<file path="src/hw/rtl/fan_duty_curve_hysteresis_assert.svh">
// Assertion macros for the fan curve RTL.
`ifndef FAN_DUTY_CURVE_HYSTERESIS_ASSERT_SVH
`define FAN_DUTY_CURVE_HYSTERESIS_ASSERT_SVH

// Same-cycle implication, disabled during reset.
`define FDC_ASSERT_SAME(label, clk, rst, ante, cons) \
  label: assert property (@(posedge clk) disable iff (rst) (ante) |-> (cons)) \
    else $error("fan curve check failed");

// Next-cycle implication, disabled during reset.
`define FDC_ASSERT_NEXT(label, clk, rst, ante, cons) \
  label: assert property (@(posedge clk) disable iff (rst) (ante) |=> (cons)) \
    else $error("fan curve check failed");

`endif

</file>
<file path="src/hw/rtl/fdc_pkg.sv">
`default_nettype none
package fdc_pkg;

  localparam int unsigned TEMP_W = 8;
  localparam int unsigned RAW_W = 8;
  localparam int unsigned PCT_W = 7;
  localparam int unsigned PADDR_W = 4;
  localparam int unsigned PDATA_W = 32;
  localparam logic [1:0] MAX_EXTRA_GPUS = 2'd2;

  // Register indexes (paddr[3:2])
  localparam logic [1:0] REG_AUTO_ENABLE = 2'd0;
  localparam logic [1:0] REG_PERF_MODE = 2'd1;
  localparam logic [1:0] REG_EXTRA_GPUS = 2'd2;

  typedef struct packed {
    logic       auto_enable;
    logic       perf_curve;
    logic [1:0] extra_gpu_count;
  } cfg_t;

  typedef struct packed {
    logic              write_valid;
    logic [RAW_W-1:0]  duty_raw;
    logic [PCT_W-1:0]  target_percent;
    logic [TEMP_W-1:0] hottest_temp;
  } eval_t;

  // floor(raw*100/255): x/255 == (x + (x>>8) + 1) >> 8 for x below 65535
  function automatic logic [PCT_W-1:0] raw_to_pct(input logic [RAW_W-1:0] raw);
    logic [15:0] prod;
    logic [15:0] sum;
    prod = {8'd0, raw} * 16'd100;
    sum = prod + (prod >> 8) + 16'd1;
    return sum[14:8];
  endfunction

  // floor(pct*255/100) for every step value the curves can produce
  function automatic logic [RAW_W-1:0] pct_to_raw(input logic [PCT_W-1:0] pct);
    logic [RAW_W-1:0] raw;
    unique case (pct)
      7'd10:   raw = 8'd25;
      7'd15:   raw = 8'd38;
      7'd20:   raw = 8'd51;
      7'd25:   raw = 8'd63;
      7'd30:   raw = 8'd76;
      7'd40:   raw = 8'd102;
      7'd50:   raw = 8'd127;
      7'd60:   raw = 8'd153;
      7'd70:   raw = 8'd178;
      7'd80:   raw = 8'd204;
      7'd85:   raw = 8'd216;
      7'd90:   raw = 8'd229;
      7'd100:  raw = 8'd255;
      default: raw = 8'd0;
    endcase
    return raw;
  endfunction

  // Aggressive stepped curve; rising steps first, then falling steps
  function automatic logic [PCT_W-1:0] curve_perf(input logic [TEMP_W-1:0] t,
                                                  input logic [PCT_W-1:0] d);
    logic [PCT_W-1:0] r;
    priority if (t >= 8'd78 && d < 7'd100) r = 7'd100;
    else if (t >= 8'd70 && d < 7'd90) r = 7'd90;
    else if (t >= 8'd60 && d < 7'd80) r = 7'd80;
    else if (t >= 8'd50 && d < 7'd70) r = 7'd70;
    else if (t >= 8'd40 && d < 7'd60) r = 7'd60;
    else if (t >= 8'd30 && d < 7'd50) r = 7'd50;
    else if (t >= 8'd20 && d < 7'd40) r = 7'd40;
    else if (t >= 8'd10 && d < 7'd30) r = 7'd30;
    else if (t <= 8'd15 && d > 7'd30) r = 7'd30;
    else if (t <= 8'd25 && d > 7'd40) r = 7'd40;
    else if (t <= 8'd35 && d > 7'd50) r = 7'd50;
    else if (t <= 8'd45 && d > 7'd60) r = 7'd60;
    else if (t <= 8'd55 && d > 7'd70) r = 7'd70;
    else if (t <= 8'd65 && d > 7'd80) r = 7'd80;
    else if (t <= 8'd75 && d > 7'd90) r = 7'd90;
    else r = 7'd0;
    return r;
  endfunction

  // Quiet stepped curve; its drop to zero reads as no change
  function automatic logic [PCT_W-1:0] curve_quiet(input logic [TEMP_W-1:0] t,
                                                   input logic [PCT_W-1:0] d);
    logic [PCT_W-1:0] r;
    priority if (t >= 8'd80 && d < 7'd50) r = 7'd85;
    else if (t >= 8'd70 && d < 7'd40) r = 7'd40;
    else if (t >= 8'd60 && d < 7'd30) r = 7'd30;
    else if (t >= 8'd55 && d < 7'd25) r = 7'd25;
    else if (t >= 8'd40 && d < 7'd20) r = 7'd20;
    else if (t >= 8'd30 && d < 7'd10) r = 7'd10;
    else if (t <= 8'd15 && d > 7'd0) r = 7'd0;
    else if (t <= 8'd25 && d > 7'd10) r = 7'd10;
    else if (t <= 8'd35 && d > 7'd15) r = 7'd15;
    else if (t <= 8'd45 && d > 7'd20) r = 7'd20;
    else if (t <= 8'd55 && d > 7'd25) r = 7'd25;
    else if (t <= 8'd65 && d > 7'd30) r = 7'd30;
    else if (t <= 8'd75 && d > 7'd50) r = 7'd50;
    else r = 7'd0;
    return r;
  endfunction

endpackage
`default_nettype wire

</file>
<file path="src/hw/rtl/fdc_if.sv">
`default_nettype none
// Sample channel: one sensor tick
interface fdc_in_if;
  import fdc_pkg::*;
  logic              valid;
  logic              ready;
  logic [TEMP_W-1:0] core_temp;
  logic [TEMP_W-1:0] ctrl_gpu_temp;
  logic [TEMP_W-1:0] gpu_a_temp;
  logic [TEMP_W-1:0] gpu_b_temp;
  logic [RAW_W-1:0]  fan_raw_duty;

  modport source (output valid, core_temp, ctrl_gpu_temp, gpu_a_temp, gpu_b_temp,
                  fan_raw_duty, input ready);
  modport sink (input valid, core_temp, ctrl_gpu_temp, gpu_a_temp, gpu_b_temp,
                fan_raw_duty, output ready);
endinterface

// Result channel: one curve decision per tick
interface fdc_out_if;
  import fdc_pkg::*;
  logic              valid;
  logic              ready;
  logic              write_valid;
  logic [RAW_W-1:0]  duty_raw;
  logic [PCT_W-1:0]  target_percent;
  logic [TEMP_W-1:0] hottest_temp;

  modport source (output valid, write_valid, duty_raw, target_percent, hottest_temp,
                  input ready);
  modport sink (input valid, write_valid, duty_raw, target_percent, hottest_temp,
                output ready);
endinterface
`default_nettype wire

</file>
<file path="src/hw/rtl/fdc_cfg_regs.sv">
`default_nettype none
module fdc_cfg_regs
  import fdc_pkg::*;
(
  input  wire logic               clk,
  input  wire logic               rst,
  input  wire logic               psel,
  input  wire logic               penable,
  input  wire logic               pwrite,
  input  wire logic [PADDR_W-1:0] paddr,
  input  wire logic [PDATA_W-1:0] pwdata,
  output logic      [PDATA_W-1:0] prdata,
  output logic                    pready,
  output cfg_t                    cfg,
  output logic                    clear
);

  logic       wr_en;
  logic [1:0] idx;

  assign pready = 1'b1;
  assign wr_en = psel && penable && pwrite;
  assign idx = paddr[3:2];

  // Any write to a defined register drops the recorded duty
  assign clear = wr_en && (idx == REG_AUTO_ENABLE || idx == REG_PERF_MODE ||
                           idx == REG_EXTRA_GPUS);

  // Hold register values
  always_ff @(posedge clk) begin
    if (rst) begin
      cfg.auto_enable <= 1'b1;
      cfg.perf_curve <= 1'b0;
      cfg.extra_gpu_count <= 2'd0;
    end else if (wr_en) begin
      unique case (idx)
        REG_AUTO_ENABLE: cfg.auto_enable <= pwdata[0];
        REG_PERF_MODE:   cfg.perf_curve <= pwdata[0];
        REG_EXTRA_GPUS:  cfg.extra_gpu_count <= pwdata[1:0];
        default: ;
      endcase
    end
  end

  // Read back
  always_comb begin
    prdata = '0;
    unique case (idx)
      REG_AUTO_ENABLE: prdata[0] = cfg.auto_enable;
      REG_PERF_MODE:   prdata[0] = cfg.perf_curve;
      REG_EXTRA_GPUS:  prdata[1:0] = cfg.extra_gpu_count;
      default: ;
    endcase
  end

endmodule
`default_nettype wire

</file>
<file path="src/hw/rtl/fdc_curve.sv">
`default_nettype none
module fdc_curve
  import fdc_pkg::*;
(
  input  wire cfg_t               cfg,
  input  wire logic [PCT_W-1:0]  last_pct,
  input  wire logic [TEMP_W-1:0] core_temp,
  input  wire logic [TEMP_W-1:0] ctrl_gpu_temp,
  input  wire logic [TEMP_W-1:0] gpu_a_temp,
  input  wire logic [TEMP_W-1:0] gpu_b_temp,
  input  wire logic [RAW_W-1:0]  fan_raw_duty,
  output eval_t                   eval
);

  logic [1:0]        count;
  logic [TEMP_W-1:0] hot_base;
  logic [TEMP_W-1:0] hot_a;
  logic [TEMP_W-1:0] hot;
  logic [PCT_W-1:0]  duty_pct;
  logic [PCT_W-1:0]  target;
  logic              do_write;

  // Saturate the extra sensor count
  assign count = (cfg.extra_gpu_count > MAX_EXTRA_GPUS) ? MAX_EXTRA_GPUS
                                                        : cfg.extra_gpu_count;

  // Hottest enabled reading
  assign hot_base = (core_temp > ctrl_gpu_temp) ? core_temp : ctrl_gpu_temp;
  assign hot_a = (count >= 2'd1 && gpu_a_temp > hot_base) ? gpu_a_temp : hot_base;
  assign hot = (count >= 2'd2 && gpu_b_temp > hot_a) ? gpu_b_temp : hot_a;

  // Current duty in percent, then the curve step
  assign duty_pct = raw_to_pct(fan_raw_duty);
  assign target = cfg.perf_curve ? curve_perf(hot, duty_pct)
                                 : curve_quiet(hot, duty_pct);

  // Write only on a real change while auto mode is on
  assign do_write = cfg.auto_enable && (target != '0) && (target != last_pct);

  assign eval.write_valid = do_write;
  assign eval.duty_raw = do_write ? pct_to_raw(target) : '0;
  assign eval.target_percent = target;
  assign eval.hottest_temp = hot;

endmodule
`default_nettype wire

</file>
<file path="src/hw/rtl/fan_duty_curve_hysteresis.sv">
// Path: a sample transfer is captured in the input register, then passes through
// compare and lookup logic into the result register; a busy result stalls it.
// Throughput: one sample per cycle while the result sink is ready, set by the
// combinational curve pass and the one-deep recorded duty register that each result updates in order.
// Reset: synchronous, active high; clears valids and recorded duty, auto mode on.
`default_nettype none
module fan_duty_curve_hysteresis
  import fdc_pkg::*;
(
  input  wire logic               clk,
  input  wire logic               rst,
  fdc_in_if.sink                  sample,
  fdc_out_if.source               result,
  input  wire logic               psel,
  input  wire logic               penable,
  input  wire logic               pwrite,
  input  wire logic [PADDR_W-1:0] paddr,
  input  wire logic [PDATA_W-1:0] pwdata,
  output logic      [PDATA_W-1:0] prdata,
  output logic                    pready
);

  cfg_t              cfg;
  logic              cfg_clear;
  eval_t             eval;
  logic              s1_valid;
  logic              s1_advance;
  logic [TEMP_W-1:0] s1_cpu;
  logic [TEMP_W-1:0] s1_cgpu;
  logic [TEMP_W-1:0] s1_ga;
  logic [TEMP_W-1:0] s1_gb;
  logic [RAW_W-1:0]  s1_raw;
  logic [PCT_W-1:0]  last_pct;
  logic              out_valid;
  eval_t             out_data;

  fdc_cfg_regs u_cfg (
    .clk     (clk),
    .rst     (rst),
    .psel    (psel),
    .penable (penable),
    .pwrite  (pwrite),
    .paddr   (paddr),
    .pwdata  (pwdata),
    .prdata  (prdata),
    .pready  (pready),
    .cfg     (cfg),
    .clear   (cfg_clear)
  );

  fdc_curve u_curve (
    .cfg           (cfg),
    .last_pct      (last_pct),
    .core_temp     (s1_cpu),
    .ctrl_gpu_temp (s1_cgpu),
    .gpu_a_temp    (s1_ga),
    .gpu_b_temp    (s1_gb),
    .fan_raw_duty  (s1_raw),
    .eval          (eval)
  );

  // Advance when the result register is free or being drained
  assign s1_advance = s1_valid && (!out_valid || result.ready);
  assign sample.ready = !s1_valid || s1_advance;

  // Input register
  always_ff @(posedge clk) begin
    if (rst) begin
      s1_valid <= 1'b0;
    end else if (sample.ready) begin
      s1_valid <= sample.valid;
    end
    if (sample.ready && sample.valid) begin
      s1_cpu <= sample.core_temp;
      s1_cgpu <= sample.ctrl_gpu_temp;
      s1_ga <= sample.gpu_a_temp;
      s1_gb <= sample.gpu_b_temp;
      s1_raw <= sample.fan_raw_duty;
    end
  end

  // Result register and recorded duty
  always_ff @(posedge clk) begin
    if (rst) begin
      out_valid <= 1'b0;
      last_pct <= '0;
    end else begin
      if (s1_advance) begin
        out_valid <= 1'b1;
      end else if (result.ready) begin
        out_valid <= 1'b0;
      end
      if (cfg_clear) begin
        last_pct <= '0;
      end else if (s1_advance && eval.write_valid) begin
        last_pct <= eval.target_percent;
      end
    end
    if (s1_advance) begin
      out_data <= eval;
    end
  end

  assign result.valid = out_valid;
  assign result.write_valid = out_data.write_valid;
  assign result.duty_raw = out_data.duty_raw;
  assign result.target_percent = out_data.target_percent;
  assign result.hottest_temp = out_data.hottest_temp;

`include "fan_duty_curve_hysteresis_assert.svh"

  `FDC_ASSERT_SAME(a_no_write_zero_raw, clk, rst, out_valid && !out_data.write_valid,
    out_data.duty_raw == '0)
  `FDC_ASSERT_SAME(a_write_nonzero, clk, rst, out_valid && out_data.write_valid,
    out_data.target_percent != '0 && out_data.duty_raw != '0)
  `FDC_ASSERT_NEXT(a_stalled_item_kept, clk, rst, s1_valid && !s1_advance, s1_valid)

endmodule
`default_nettype wire
</file>
<file path="src/flat_wrapper.sv">
// flat-port wrapper written by rule: the top's interface ports become plain ports
module fan_duty_curve_hysteresis_flat import fdc_pkg::*;
  (clk, rst, psel, penable, pwrite, paddr, pwdata, prdata, pready, sample_valid, sample_core_temp, sample_ctrl_gpu_temp, sample_gpu_a_temp, sample_gpu_b_temp, sample_fan_raw_duty, sample_ready, result_valid, result_write_valid, result_duty_raw, result_target_percent, result_hottest_temp, result_ready);
  fdc_in_if sample_i ();
  fdc_out_if result_i ();
  input  wire logic clk;
  input  wire logic rst;
  input  wire logic psel;
  input  wire logic penable;
  input  wire logic pwrite;
  input  wire logic [PADDR_W-1:0] paddr;
  input  wire logic [PDATA_W-1:0] pwdata;
  output logic      [PDATA_W-1:0] prdata;
  output logic pready;
  input wire logic [$bits(sample_i.valid)-1:0] sample_valid;
  input wire logic [$bits(sample_i.core_temp)-1:0] sample_core_temp;
  input wire logic [$bits(sample_i.ctrl_gpu_temp)-1:0] sample_ctrl_gpu_temp;
  input wire logic [$bits(sample_i.gpu_a_temp)-1:0] sample_gpu_a_temp;
  input wire logic [$bits(sample_i.gpu_b_temp)-1:0] sample_gpu_b_temp;
  input wire logic [$bits(sample_i.fan_raw_duty)-1:0] sample_fan_raw_duty;
  output wire logic [$bits(sample_i.ready)-1:0] sample_ready;
  output wire logic [$bits(result_i.valid)-1:0] result_valid;
  output wire logic [$bits(result_i.write_valid)-1:0] result_write_valid;
  output wire logic [$bits(result_i.duty_raw)-1:0] result_duty_raw;
  output wire logic [$bits(result_i.target_percent)-1:0] result_target_percent;
  output wire logic [$bits(result_i.hottest_temp)-1:0] result_hottest_temp;
  input wire logic [$bits(result_i.ready)-1:0] result_ready;
  assign sample_i.valid = sample_valid;
  assign sample_i.core_temp = sample_core_temp;
  assign sample_i.ctrl_gpu_temp = sample_ctrl_gpu_temp;
  assign sample_i.gpu_a_temp = sample_gpu_a_temp;
  assign sample_i.gpu_b_temp = sample_gpu_b_temp;
  assign sample_i.fan_raw_duty = sample_fan_raw_duty;
  assign sample_ready = sample_i.ready;
  assign result_valid = result_i.valid;
  assign result_write_valid = result_i.write_valid;
  assign result_duty_raw = result_i.duty_raw;
  assign result_target_percent = result_i.target_percent;
  assign result_hottest_temp = result_i.hottest_temp;
  assign result_i.ready = result_ready;
  fan_duty_curve_hysteresis u_core (.clk(clk), .rst(rst), .sample(sample_i), .result(result_i), .psel(psel), .penable(penable), .pwrite(pwrite), .paddr(paddr), .pwdata(pwdata), .prdata(prdata), .pready(pready));
endmodule
</file>
<file path="config.mk">
export PLATFORM = sky130hd
export DESIGN_NAME = fan_duty_curve_hysteresis_flat
export DESIGN_NICKNAME = d
export VERILOG_FILES = /design/src/hw/rtl/fdc_pkg.sv /design/src/hw/rtl/fdc_if.sv /design/src/hw/rtl/fdc_cfg_regs.sv /design/src/hw/rtl/fdc_curve.sv /design/src/hw/rtl/fan_duty_curve_hysteresis.sv /design/src/flat_wrapper.sv
export VERILOG_INCLUDE_DIRS = /design/src /design/src/hw/rtl
export SDC_FILE = /design/constraint.sdc
export NUM_CORES = 1
export LEC_CHECK = 0
export BUFFER_PORTS_ARGS = -buffer_cell sky130_fd_sc_hd__buf_2
export CAP_MARGIN = 15
export CORE_ASPECT_RATIO = 1.25
export CORE_MARGIN = 1
export CORE_UTILIZATION = 35
export DETAILED_ROUTE_END_ITERATION = 8
export PLACE_DENSITY = 0.54
export SYNTH_ARGS = -nofsm -noshare
export SYNTH_HDL_FRONTEND = slang
export SYNTH_SLANG_ARGS = --single-unit
</file>
<file path="constraint.sdc">
create_clock -name clk -period 10.85 [get_ports clk]
set_input_delay 0 -clock clk [delete_from_list [all_inputs] [get_ports clk]]
set_output_delay 0 -clock clk [all_outputs]
set_load 0.01 [all_outputs]
</file>
==> results.cfg <==
[sta]
slew_viol_final = 0
min_period_ns = 9.670
rsz0062_at_grt = no
finalSetupTns_ns = 0
clock_skew_ns = 0.01167
finalSetupViolations = 0
finalHoldViolCount = 0
timing.hold.ws_ns = 0.02973
max_freq_ghz = 0.1034
fin_crit_sh_pct = 89.13
setup_ws_ns = 1.180
maxSlewHeadroom_pct = 37.00
max_slew.worst_pin.slew_ns = 0.9451

[setup_path]
ff2ff_path_depth = 29
endpoint_kind = flop
path_delay_family = compound AO/OA/AOI/OAI gates
criticalPathCategory = flop to flop
reg2reg_to = u_core.result.duty_raw[3]$_SDFFCE_PN0P_
max_stage_delay_ns = 0.64
worstSetupStartpointType = flop
cp_common_cell = ha_1
rrSetupSlack_ns = 1.18
critPathSlowestCell = nor3_4
crit_arrival_ns = 9.76
r2r_start = u_core.s1_cpu[3]$_DFFE_PP_
cp_max_fo = 19
path_buf_inv = 1
worst-path-stages = 29
required_ns = 10.94

[global_route]
antenna_found_initial = 0
grt_pass1_wl_microns = 36310
first_global_vias = 7097
track_usage_pct = 19.99
grt_max_degree = 41
grt.overflow.total = 0

[clock_network]
cts_buffers = 9
clk_latency_ns = 0.36
cts-root-buf = clkbuf_16
post-cts-setup-buffer-count = 0
cts_sinks = 77
cts.clk_slew.worst_paths_ns = 0.06
ctsResizeCount = 0
htree_levels = 3
clock_path_buffers = 2
cts_tree = yes
hold_buffers = 49

[status]
outcome = completed

[layout]
multi_input_area_sq_um = 5330
syn_to_final_growth_pct = 16.34
insertedDiodeCount = 0
finish.instance_area_sq_um = 9274
finish.utilization_pct = 41.61
drive_above_1_share_pct = 14.49
regArea_sq_um = 2182
fin_nets = 1186
fillers = 2264
fin_cells = 1332

[placement]
dp_cells = 1267
dp_slack_ns = 1.251
gp_congestion = 0.9390
detailed_place_hpwl_microns = 17880
port_buffers = 78
place_area_sq_um = 8478

[logic_synthesis]
synth_area_sq_um = 7971
async_flop_share_pct = 0
ys.flop_type = edfxtp_1
synth-seq-cells = 77
synthCells = 936
synth_cell_types = 96
yosys_warnings = 0
synth_edf_count = 64
ys_seq_area_share_pct = 27.37
avgSynthCellArea_sq_um = 8.516

[power_and_ir_drop]
total_leakage_power_nw = 3.632
ir_drop_uv = 98.82
power.total_mw = 1.556
power.density_nw_per_um2 = 167.8

[route]
routed_wl_microns = 22750
vias = 7563
final_antenna_net_count = 0
drc = 0
viasPerCell = 5.678
firstDrtPassIters = 5
wl_per_cell_microns = 17.08
drt_first_iter_violations = 464

[die]
die_y_microns = 170.7
rows = 61
die-area_sq_um = 23390
ios = 142
core-area_sq_um = 22290
start_util_pct = 35.77
die_width_microns = 137.0

[hold_path]
whs_path_depth = 4
min_path_type = primary input to flop
worstHoldStart = paddr[3]
hold_end = u_core.u_cfg.cfg[2]$_SDFFE_PP0P_

[flow_run]
drv_cap = 0
[cell usage after synthesis (all sizes together), types with 6 or more instances]
| master | n | area, sq um |
|---|---|---|
| ha | 56 | 700.7 |
| o31ai | 15 | 127.6 |
| a21boi | 7 | 52.55 |
| or3 | 11 | 68.82 |
| nor4 | 9 | 62.56 |
| and3 | 7 | 43.79 |
| buf | 40 | 297.8 |
| o21ai | 73 | 376.6 |
| or2 | 14 | 87.59 |
| nor2b | 7 | 43.79 |
| inv | 46 | 172.7 |
| edfxtp | 64 | 1922 |
| a31oi | 16 | 100.1 |
| mux2 | 9 | 101.4 |
| a32oi | 6 | 52.55 |
| nand3 | 30 | 155.1 |
| nor3 | 31 | 188.9 |
| a21oi | 44 | 231.5 |
| o211a | 7 | 70.07 |
| o21a | 13 | 98.85 |
| nor2 | 60 | 225.2 |
| nand4 | 10 | 62.56 |
| o211ai | 20 | 150.1 |
| or4 | 13 | 97.59 |
| a21o | 16 | 120.1 |
| mux2i | 28 | 280.3 |
| a211oi | 20 | 160.2 |
| o31a | 9 | 78.83 |
| and2 | 15 | 96.34 |
| and4 | 8 | 70.07 |
| a211o | 9 | 78.83 |
| dfxtp | 13 | 260.3 |
| nand2b | 6 | 37.54 |
| clkbuf | 24 | 90.09 |
| o311ai | 6 | 60.06 |
| nand2 | 92 | 345.3 |
[registers in the layout (all words and copies together), names as in the netlist]
name and count:
u_core.last_pct 7, u_core.s1_gb 8, u_core.result.valid 1, u_core.result.write_valid 1, u_core.s1_ga 8, u_core.result.hottest_temp 8, u_core.result.target_percent 7, u_core.u_cfg.cfg 4
u_core.s1_valid 1, u_core.s1_raw 8, u_core.s1_cpu 8, u_core.result.duty_raw 8, u_core.s1_cgpu 8
[worst max-delay path by stage]
stage                                start                                       to  slack [ns]
2_1_floorplan  u_core.s1_cgpu[2]$_DFFE_PP_  u_core.result.duty_raw[3]$_SDFFCE_PN0P_        3.01
3_3_place_gp    u_core.s1_cpu[3]$_DFFE_PP_  u_core.result.duty_raw[3]$_SDFFCE_PN0P_        1.34
3_5_place_dp    u_core.s1_cpu[3]$_DFFE_PP_  u_core.result.duty_raw[2]$_SDFFCE_PN0P_        1.25
4_1_cts         u_core.s1_cpu[3]$_DFFE_PP_  u_core.result.duty_raw[3]$_SDFFCE_PN0P_        1.25
5_1_grt        u_core.s1_cgpu[2]$_DFFE_PP_  u_core.result.duty_raw[4]$_SDFFCE_PN0P_        0.42
6_report        u_core.s1_cpu[3]$_DFFE_PP_  u_core.result.duty_raw[3]$_SDFFCE_PN0P_        1.18
[area by class of cell]
class	instances	area share, %
sequential	77	23.53
tap	283	3.818
inverter	49	1.983
clock inverter	7	0.8635
multi-input combinational	775	57.47
clock buffer	9	2.428
timing repair buffer	132	9.903
[placed cells by master, fill, tap and decap left out, drive strengths merged, types with 8 or more instances in the layout]
| cell | count |
|---|---|
| nand2 | 92 |
| ha | 56 |
| a31oi | 16 |
| nand3 | 30 |
| dfxtp | 13 |
| dlygate4sd3 | 49 |
| o21a | 13 |
| or4 | 13 |
| or3 | 11 |
| conb | 31 |
| mux2i | 28 |
| mux2 | 9 |
| o31a | 9 |
| inv | 50 |
| clkbuf | 9 |
| nor4 | 9 |
| o211ai | 20 |
| nand4 | 10 |
| a21oi | 44 |
| a21o | 16 |
| o31ai | 15 |
| o21ai | 73 |
| nor3 | 31 |
| buf | 83 |
| and4 | 8 |
| a211o | 9 |
| nor2 | 60 |
| a211oi | 20 |
| or2 | 14 |
| edfxtp | 64 |
| and2 | 15 |
[kinds of logic (layout without fill, tap and decap cells)]
kind of cell	Yosys count	in the layout	synth area share, %
and+or+nand+nor	324	324	21.05
AOI/OAI and AO/OA	317	317	29.12
buffers and inverters	113	197	7.173
DFF	77	77	27.37
adders and majority gates	59	59	9.543
muxes	37	37	4.787
xor gates and xnor gates	7	7	0.8635
other	2	31	0.09421
[worst min-delay path, delay by kind of cell]
kind	cells	cell delay (ns)
buffers and inverters	1	0.13
AND/OR/NAND/NOR	2	0.15
AO/OA/AOI/OAI	1	0.05
[metal layers]
| metal | GRT usage, % | wire, microns | up-vias |
|---|---|---|---|
| li1 | - | - | 3792 |
| met1 | 24.13 | 9871 | 3507 |
| met2 | 35.02 | 11320 | 229 |
| met3 | 2.756 | 945 | 35 |
| met4 | 8.552 | 615 | 0 |
| met5 | 0 | 0 | - |
[where the power goes]
group | internal [mW] | switching, mW
combinational | 0.314 | 0.531
sequential | 0.372 | 0.0215
clock | 0.182 | 0.136
total | 0.868 | 0.688
Power figures use the tool's default switching activity.
